$ cat src/design/pbg_pkg.sv
`timescale 1ns / 1ps
`default_nettype none

package pbg_pkg;

    localparam int unsigned SineW  = 16;
    localparam int unsigned StepW  = 30;
    localparam int unsigned PulseW = 16;
    localparam int unsigned TimeW  = 32;
    localparam int unsigned DiffW  = 31;
    localparam int unsigned CountW = 15;
    localparam int unsigned EnvW   = 15;
    localparam int unsigned WaveW  = 16;
    localparam int unsigned CfgIdxW = 2;
    localparam int unsigned CfgDataW = StepW;

    localparam logic [SineW-1:0]  SineReset  = 16'd46341;
    localparam logic [StepW-1:0]  StepReset  = 30'd2;
    localparam logic [PulseW-1:0] PulseReset = 16'd480;

    // Bit position of the Q0.15 height inside the Q3.60 product.
    localparam int unsigned HeightLsb = 45;

    typedef enum logic [CfgIdxW-1:0] {
        CFG_SINE   = 2'd0,
        CFG_STEP   = 2'd1,
        CFG_BOUNCE = 2'd2,
        CFG_PULSE  = 2'd3
    } t_cfg_idx;

    typedef struct packed {
        logic [SineW-1:0]  sine;
        logic [StepW-1:0]  step;
        logic              bounce_en;
        logic [PulseW-1:0] pulse_len;
    } t_cfg;

    // Operands and flags handed from the state stage to the height stage.
    typedef struct packed {
        logic [TimeW-1:0] u;
        logic [DiffW-1:0] diff;
        logic             negate;
        logic             pulse;
    } t_stage;

endpackage

`default_nettype wire

$ cat src/design/pbg_cfg.sv
`timescale 1ns / 1ps
`default_nettype none

module pbg_cfg
    import pbg_pkg::*;
(
    input  wire logic                i_clk,
    input  wire logic                i_rst_n,
    input  wire logic                i_cfg_wr_en,
    input  wire logic [CfgIdxW-1:0]  i_cfg_index,
    input  wire logic [CfgDataW-1:0] i_cfg_data,
    output t_cfg                     o_cfg
);

    t_cfg r_cfg;

    always_ff @(posedge i_clk) begin
        if (!i_rst_n) begin
            r_cfg.sine      <= SineReset;
            r_cfg.step      <= StepReset;
            r_cfg.bounce_en <= 1'b0;
            r_cfg.pulse_len <= PulseReset;
        end else if (i_cfg_wr_en) begin
            unique case (t_cfg_idx'(i_cfg_index))
                CFG_SINE:   r_cfg.sine      <= i_cfg_data[SineW-1:0];
                CFG_STEP:   r_cfg.step      <= i_cfg_data[StepW-1:0];
                CFG_BOUNCE: r_cfg.bounce_en <= i_cfg_data[0];
                CFG_PULSE:  r_cfg.pulse_len <= i_cfg_data[PulseW-1:0];
            endcase
        end
    end

    assign o_cfg = r_cfg;

endmodule

`default_nettype wire

$ cat src/design/pbg_state.sv
`timescale 1ns / 1ps
`default_nettype none

module pbg_state
    import pbg_pkg::*;
#(
    parameter int unsigned MAX_BOUNCES = 16384
) (
    input  wire logic i_clk,
    input  wire logic i_rst_n,
    input  t_cfg      i_cfg,
    input  wire logic i_in_valid,
    output logic      o_in_ready,
    input  wire logic i_retrigger,
    output logic      o_s1_valid,
    input  wire logic i_s1_ready,
    output t_stage    o_s1
);

    localparam logic [CountW-1:0] MaxBounces = CountW'(MAX_BOUNCES);

    logic [TimeW-1:0]  r_norm_time, n_norm_time;
    logic              r_running, n_running;
    logic              r_rebounding, n_rebounding;
    logic [CountW-1:0] r_bounce_cnt, n_bounce_cnt;
    logic [PulseW-1:0] r_pulse_rem, n_pulse_rem;
    logic              r_s1_valid, n_s1_valid;
    t_stage            r_s1, n_s1;

    logic              accept;
    logic [DiffW-1:0]  two_s;
    logic              ground;
    logic [TimeW:0]    u_sum;
    logic [TimeW-1:0]  u_next;
    logic [CountW-1:0] bounce_inc;
    logic              pulse_on;

    assign o_in_ready = !r_s1_valid || i_s1_ready;
    assign accept     = i_in_valid && o_in_ready;

    assign two_s  = {i_cfg.sine, 15'd0};
    assign ground = r_norm_time > {1'b0, two_s};
    assign u_sum  = {1'b0, r_norm_time} + {{(TimeW + 1 - StepW){1'b0}}, i_cfg.step};
    assign u_next = u_sum[TimeW] ? '1 : u_sum[TimeW-1:0];

    always_comb begin
        n_norm_time  = r_norm_time;
        n_running    = r_running;
        n_rebounding = r_rebounding;
        n_bounce_cnt = r_bounce_cnt;
        n_pulse_rem  = r_pulse_rem;
        n_s1.u       = r_norm_time;
        n_s1.diff    = '0;

        if (i_retrigger) begin
            n_running    = 1'b1;
            n_rebounding = 1'b0;
            n_bounce_cnt = '0;
            if (i_cfg.pulse_len > n_pulse_rem) begin
                n_pulse_rem = i_cfg.pulse_len;
            end
        end

        bounce_inc = n_bounce_cnt + 1'b1;

        if (n_running) begin
            n_norm_time = u_next;
            if (ground) begin
                if (i_cfg.pulse_len > n_pulse_rem) begin
                    n_pulse_rem = i_cfg.pulse_len;
                end
                if (i_cfg.bounce_en) begin
                    n_norm_time  = '0;
                    n_rebounding = 1'b1;
                    n_bounce_cnt = bounce_inc;
                    if (bounce_inc >= MaxBounces) begin
                        n_running    = 1'b0;
                        n_rebounding = 1'b0;
                        n_bounce_cnt = '0;
                    end
                end else begin
                    n_running    = 1'b0;
                    n_rebounding = 1'b0;
                    n_bounce_cnt = '0;
                end
            end else begin
                n_s1.diff = two_s - r_norm_time[DiffW-1:0];
            end
        end else begin
            n_norm_time  = '0;
            n_bounce_cnt = '0;
        end

        pulse_on = n_pulse_rem != '0;
        if (pulse_on) begin
            n_pulse_rem = n_pulse_rem - 1'b1;
        end

        n_s1.negate = n_rebounding && n_bounce_cnt[0];
        n_s1.pulse  = pulse_on;

        if (accept) begin
            n_s1_valid = 1'b1;
        end else if (i_s1_ready) begin
            n_s1_valid = 1'b0;
        end else begin
            n_s1_valid = r_s1_valid;
        end
    end

    always_ff @(posedge i_clk) begin
        if (!i_rst_n) begin
            r_norm_time  <= '0;
            r_running    <= 1'b0;
            r_rebounding <= 1'b0;
            r_bounce_cnt <= '0;
            r_pulse_rem  <= '0;
            r_s1_valid   <= 1'b0;
        end else begin
            r_s1_valid <= n_s1_valid;
            if (accept) begin
                r_norm_time  <= n_norm_time;
                r_running    <= n_running;
                r_rebounding <= n_rebounding;
                r_bounce_cnt <= n_bounce_cnt;
                r_pulse_rem  <= n_pulse_rem;
            end
        end
    end

    always_ff @(posedge i_clk) begin
        if (accept) begin
            r_s1 <= n_s1;
        end
    end

    assign o_s1_valid = r_s1_valid;
    assign o_s1       = r_s1;

    a_idle_clear: assert property (@(posedge i_clk) disable iff (!i_rst_n)
        !r_running |-> (r_bounce_cnt == '0) && !r_rebounding)
        else $error("bounce state left over while idle");

    a_count_limit: assert property (@(posedge i_clk) disable iff (!i_rst_n)
        r_bounce_cnt < MaxBounces)
        else $error("bounce count reached the limit");

    a_pulse_load: assert property (@(posedge i_clk) disable iff (!i_rst_n)
        accept && i_retrigger |=>
            ({1'b0, r_pulse_rem} + 17'd1) >= {1'b0, $past(i_cfg.pulse_len)})
        else $error("trigger did not load the pulse counter");

endmodule

`default_nettype wire

$ cat src/design/pbg_height.sv
`timescale 1ns / 1ps
`default_nettype none

module pbg_height
    import pbg_pkg::*;
(
    input  wire logic             i_clk,
    input  wire logic             i_rst_n,
    input  wire logic             i_s1_valid,
    output logic                  o_s1_ready,
    input  t_stage                i_s1,
    output logic                  o_out_valid,
    input  wire logic             i_out_ready,
    output logic signed [WaveW-1:0] o_wave_value,
    output logic [EnvW-1:0]       o_envelope_value,
    output logic                  o_zero_pulse
);

    logic [TimeW+DiffW-1:0] product;
    logic [EnvW-1:0]        height;
    logic [WaveW-1:0]       wave;

    logic                   r_valid;
    logic [WaveW-1:0]       r_wave;
    logic [EnvW-1:0]        r_env;
    logic                   r_pulse;
    logic                   load;

    // The product is a Q3.60 value; the height never reaches one.
    assign product = i_s1.u * i_s1.diff;
    assign height  = product[HeightLsb+EnvW-1:HeightLsb];
    assign wave    = i_s1.negate ? WaveW'(-{1'b0, height}) : {1'b0, height};

    assign o_s1_ready = !r_valid || i_out_ready;
    assign load       = i_s1_valid && o_s1_ready;

    always_ff @(posedge i_clk) begin
        if (!i_rst_n) begin
            r_valid <= 1'b0;
        end else if (load) begin
            r_valid <= 1'b1;
        end else if (i_out_ready) begin
            r_valid <= 1'b0;
        end
    end

    always_ff @(posedge i_clk) begin
        if (load) begin
            r_wave  <= wave;
            r_env   <= height;
            r_pulse <= i_s1.pulse;
        end
    end

    assign o_out_valid      = r_valid;
    assign o_wave_value     = r_wave;
    assign o_envelope_value = r_env;
    assign o_zero_pulse     = r_pulse;

    a_wave_env: assert property (@(posedge i_clk) disable iff (!i_rst_n)
        r_valid |-> (r_wave == {1'b0, r_env})
            || (WaveW'(r_wave + {1'b0, r_env}) == '0))
        else $error("wave and envelope disagree");

endmodule

`default_nettype wire

$ cat src/design/projectile_bounce_generator_top.sv
`timescale 1ns / 1ps
`default_nettype none

// Channel   Direction  Handshake                   Payload
// in        input      i_in_valid / o_in_ready     i_retrigger
// out       output     o_out_valid / i_out_ready   o_wave_value, o_envelope_value,
//                                                  o_zero_pulse
// cfg       input      i_cfg_wr_en                 i_cfg_index, i_cfg_data
//
// One item per clock unless stalled; results go via the stage and output registers.
// The rate is set by the state update on acceptance and the single multiplier stage.
// Reset is synchronous and active low; configuration returns to its default values.
// A stalled output holds its result while one more item waits in the stage register.

module projectile_bounce_generator_top
    import pbg_pkg::*;
#(
    parameter int unsigned MAX_BOUNCES = 16384
) (
    input  wire logic                 i_clk,
    input  wire logic                 i_rst_n,
    input  wire logic                 i_cfg_wr_en,
    input  wire logic [CfgIdxW-1:0]   i_cfg_index,
    input  wire logic [CfgDataW-1:0]  i_cfg_data,
    input  wire logic                 i_in_valid,
    output logic                      o_in_ready,
    input  wire logic                 i_retrigger,
    output logic                      o_out_valid,
    input  wire logic                 i_out_ready,
    output logic signed [WaveW-1:0]   o_wave_value,
    output logic [EnvW-1:0]           o_envelope_value,
    output logic                      o_zero_pulse
);

    t_cfg   cfg;
    t_stage s1;
    logic   s1_valid;
    logic   s1_ready;

    pbg_cfg u_cfg (
        .i_clk       (i_clk),
        .i_rst_n     (i_rst_n),
        .i_cfg_wr_en (i_cfg_wr_en),
        .i_cfg_index (i_cfg_index),
        .i_cfg_data  (i_cfg_data),
        .o_cfg       (cfg)
    );

    pbg_state #(
        .MAX_BOUNCES (MAX_BOUNCES)
    ) u_state (
        .i_clk       (i_clk),
        .i_rst_n     (i_rst_n),
        .i_cfg       (cfg),
        .i_in_valid  (i_in_valid),
        .o_in_ready  (o_in_ready),
        .i_retrigger (i_retrigger),
        .o_s1_valid  (s1_valid),
        .i_s1_ready  (s1_ready),
        .o_s1        (s1)
    );

    pbg_height u_height (
        .i_clk            (i_clk),
        .i_rst_n          (i_rst_n),
        .i_s1_valid       (s1_valid),
        .o_s1_ready       (s1_ready),
        .i_s1             (s1),
        .o_out_valid      (o_out_valid),
        .i_out_ready      (i_out_ready),
        .o_wave_value     (o_wave_value),
        .o_envelope_value (o_envelope_value),
        .o_zero_pulse     (o_zero_pulse)
    );

endmodule

`default_nettype wire
$ cat config.mk
export PLATFORM = sky130hd
export DESIGN_NAME = projectile_bounce_generator_top
export DESIGN_NICKNAME = d
export VERILOG_FILES = /design/src/design/pbg_pkg.sv /design/src/design/pbg_cfg.sv /design/src/design/pbg_state.sv /design/src/design/pbg_height.sv /design/src/design/projectile_bounce_generator_top.sv
export SDC_FILE = /design/constraint.sdc
export NUM_CORES = 2
export LEC_CHECK = 0
export BUFFER_PORTS_ARGS = -buffer_cell sky130_fd_sc_hd__buf_2
export CORE_UTILIZATION = 41
export DETAILED_ROUTE_END_ITERATION = 10
export PLACE_DENSITY = 0.54
export SLEW_MARGIN = 20
export SYNTH_ARGS = -nofsm -noshare
export SYNTH_HDL_FRONTEND = slang
export SYNTH_SLANG_ARGS = --single-unit
$ cat constraint.sdc
create_clock -name i_clk -period 8 [get_ports i_clk]
set_input_delay 1.6 -clock i_clk [delete_from_list [all_inputs] [get_ports i_clk]]
set_output_delay 1.6 -clock i_clk [all_outputs]
set_load 0.02 [all_outputs]
==> results.md <==
- Post-Route Utilization: 0.481
- Sequential share of the synthesized area: 0.126
- Commonest non-fill, non-tap cell in the layout: inv_1
- I/O Pins: 72
- Row cnt: 118
- TritonCTS clock tree: yes
- Most used cell, CP: fa_1
- Non-Filler Instances: 6465
- DRC: 0
- Post-synth ARST share: 0
- All-Layer GR Usage: 0.248
- Max Fclk: 0.121 GHz
- Avg Synthesized Cell Area: 9.09 sq um
- Finished Cell Area: 50100 sq um
- Min setup slack post-route: -0.285 ns
- Type of the most critical hold path: flop to flop
- Pin count of the biggest net entering global routing: 81
- Placed cell area: 48100 sq um
- FF-to-FF setup slack: -0.29 ns
- WL/cell: 20.1 um
- Syn_nets: 6000
- Gate Count Post-Synth: 4772
- Via count: 33200
- Crit path time final: 8.29 ns
- Share of cells above drive strength 1: 0.144
- RSZ-0062 raised after global routing: yes
- EDFF count, synth: 96
- CTS Sinks: 226
- Die Span X: 327 um
- Post-DRT Antenna Nets: 0
- Outcome: finished with violations
- Die height: 327 um
- Violated checks: negative setup slack
- XOR/XNOR share of the synthesized area: 0.0188
- I/O Buffers: 71
- Ys Warns: 0
- Grt ovf: 0
- Max Cap Viol: 0
- Compound-Gate Fraction of Synth Area: 0.0752
- Antenna violations before repair: 3
- CTS H-tree depth: 1
- Fin nets: 6291
- Crit path launch type: flop
- WL final: 130000 um
- Crit Path Category: flop to flop
- Worst hold path cell count: 2
- Initial drt markers: 1962
- Slew HR: 0.227
- Met3 Track Usage GR: 0.0195
- Pre-antenna DRT Iters: 6
- Worst-path clk slew: 0.06 ns
- Crit path arrival time: 8.62 ns
- GRT busiest layer: met2
- Adder-Cell Fraction of Synth Area: 0.493
- Filler Cells Inserted: 10100
- Crit path from: u_state.o_s1[46]
- Max Fanout on Critical Path: 12
- Yosys reg bits: 226
- Dpl hpwl: 107000 um
- Die area: 107000 sq um
- CP peak stage delay: 0.55 ns
- Final Hold Vio Count: 0
- Final GP Congestion: 0.895
- Final Skew: 0.0198 ns
- Worst skew pair latency: 0.59 ns
- Setup crit end kind: flop
- Initial Utilization: 0.416
- CORE AREA: 104000 sq um
- Largest family of logic cells by synthesized area: adder cells
- GR Util met1: 0.332
- Clock tree root buffer cell: clkbuf_16
- Most frequent cells in the layout: inv_1, fa_1, nand2_1, and2_1, buf_4
- Number of global-route vias before repair: 34700
- Post-synthesis mux area share: 0.00845
- Mapped cell area: 43400 sq um
- Synth Flop Type: dfxtp_1
- Setup violators final: 11
- Final period util: 1.04
- Post-synth cell types: 92
- Worst r2r src: u_state.o_s1[46]
- Area grow syn2layout: 15.5%
- Worst r2r path cells: 27
- Synth Area in Simple Gates: 0.180
- First-pass GRT wire length: 204000 um
- Hold Startpoint: u_cfg.o_cfg[41]
- Worst slack at placement: -1.11 ns
- DP Cell Count: 6372
- Met2 Use GR: 0.425
- Slowest CP cell: fa_1
- Max-slew violations: 0
- Worst Path Required: 8.34 ns
- Slew @ Worst Pin: 1.16 ns
- TritonCTS buffer count: 27
- Drt via density: 5.14
- Clock Tree Buf Depth: 3
timing repair:
item / in CTS / in global routing
hold buffers: 0 / 0
endpoints found under the setup margin: 20 / 17
pin swaps: 61 / 19
gates resized for setup: 135 / 55
cloned: 2 / 1
buffers inserted: 35 / 6
cell usage after synthesis, types with 11 or more instances:
library cell,count,area share
inv_1,884,0.076
edfxtp_1,96,0.066
a21o_1,40,0.0069
o211ai_1,19,0.0033
nand4_1,20,0.0029
dfxtp_1,130,0.060
o21ai_0,90,0.010
nor2b_1,18,0.0026
ha_1,326,0.094
xnor2_1,68,0.014
a21oi_1,209,0.024
or3_1,13,0.0019
a21boi_0,11,0.0019
fa_1,864,0.40
a211oi_1,15,0.0026
and2_1,504,0.073
nor2_1,120,0.010
nand3_1,48,0.0055
and3_1,23,0.0033
clkbuf_1,240,0.021
o21a_1,16,0.0028
nor3_1,34,0.0039
mux2i_1,20,0.0046
xor2_1,25,0.0050
nand2b_1,21,0.0030
o22ai_1,17,0.0025
nand2_1,706,0.061
and4_1,13,0.0026
o21bai_1,13,0.0022
a31oi_1,15,0.0022
routing by layer:
metal / part of all wire / vias to the layer above
li1: - / 15300
met5: 0.00018 / -
met1: 0.43 / 17000
met3: 0.037 / 176
met4: 0.034 / 4
met2: 0.50 / 746
state kept, by name, summed over array words and instances (netlist names):
signal	count
u_height.o_out_valid	1
u_state.o_s1	65
u_state.r_rebounding	1
u_state.r_running	1
u_state.o_s1_valid	1
u_cfg.o_cfg	63
u_state.r_bounce_cnt	15
u_height.o_wave_value	15
u_height.o_envelope_value	15
u_state.r_pulse_rem	16
u_state.r_norm_time	32
u_height.o_zero_pulse	1
layout make-up:
| class | instances | area (sq um) | share of cell area |
|---|---|---|---|
| diodes | 1 | 2.50 | 0.0000499 |
| clock buffers | 36 | 772 | 0.0154 |
| clock inverters | 14 | 93.8 | 0.00187 |
| inverters | 886 | 3330 | 0.0664 |
| multi-input cells | 3409 | 34400 | 0.685 |
| flip-flops and latches | 226 | 5490 | 0.109 |
| well taps | 1380 | 1730 | 0.0344 |
| repair buffers | 513 | 4370 | 0.0872 |
cell families (layout without fill, tap and decap cells):
kind of cell,count (synthesis),in the layout
compound gates,523,523
flops,226,226
mux,33,33
fa+ha+maj,1190,1190
simple gates,1570,1570
other cells,0,1
buf+inv,1137,1449
xor+xnor,93,93
path summary, 6_finish.rpt:
| kind | to |
|---|---|
| worst max-delay path | u_height.o_wave_value[14] |
| worst min-delay path | u_cfg.o_cfg[41] |
| worst max register to register | u_height.o_wave_value[14] |
| worst min register to register | u_cfg.o_cfg[41] |
critical path, delay by kind of cell, from the launching register on:
kind            cells  cell delay [ns]
buf+inv             5             0.58
simple gates        7             1.57
xor+xnor            2             0.27
compound gates      3             0.70
flops               1             0.46
fa+ha+maj          10             4.44
through the flow:
| stage | setup TNS [ns] | hold slack (ns) |
|---|---|---|
| after floorplan | 0 | 0.400 |
| after global placement | -14.59 | 0.455 |
| after detailed placement | -13.54 | 0.457 |
| after CTS | -2.10 | 0.466 |
| after global routing | -4.78 | 0.489 |
| final | -1.45 | 0.463 |
Power is left out: the tool's default activity adds up to more than one toggle a clock period on the data nets, which glitch-free logic cannot reach.
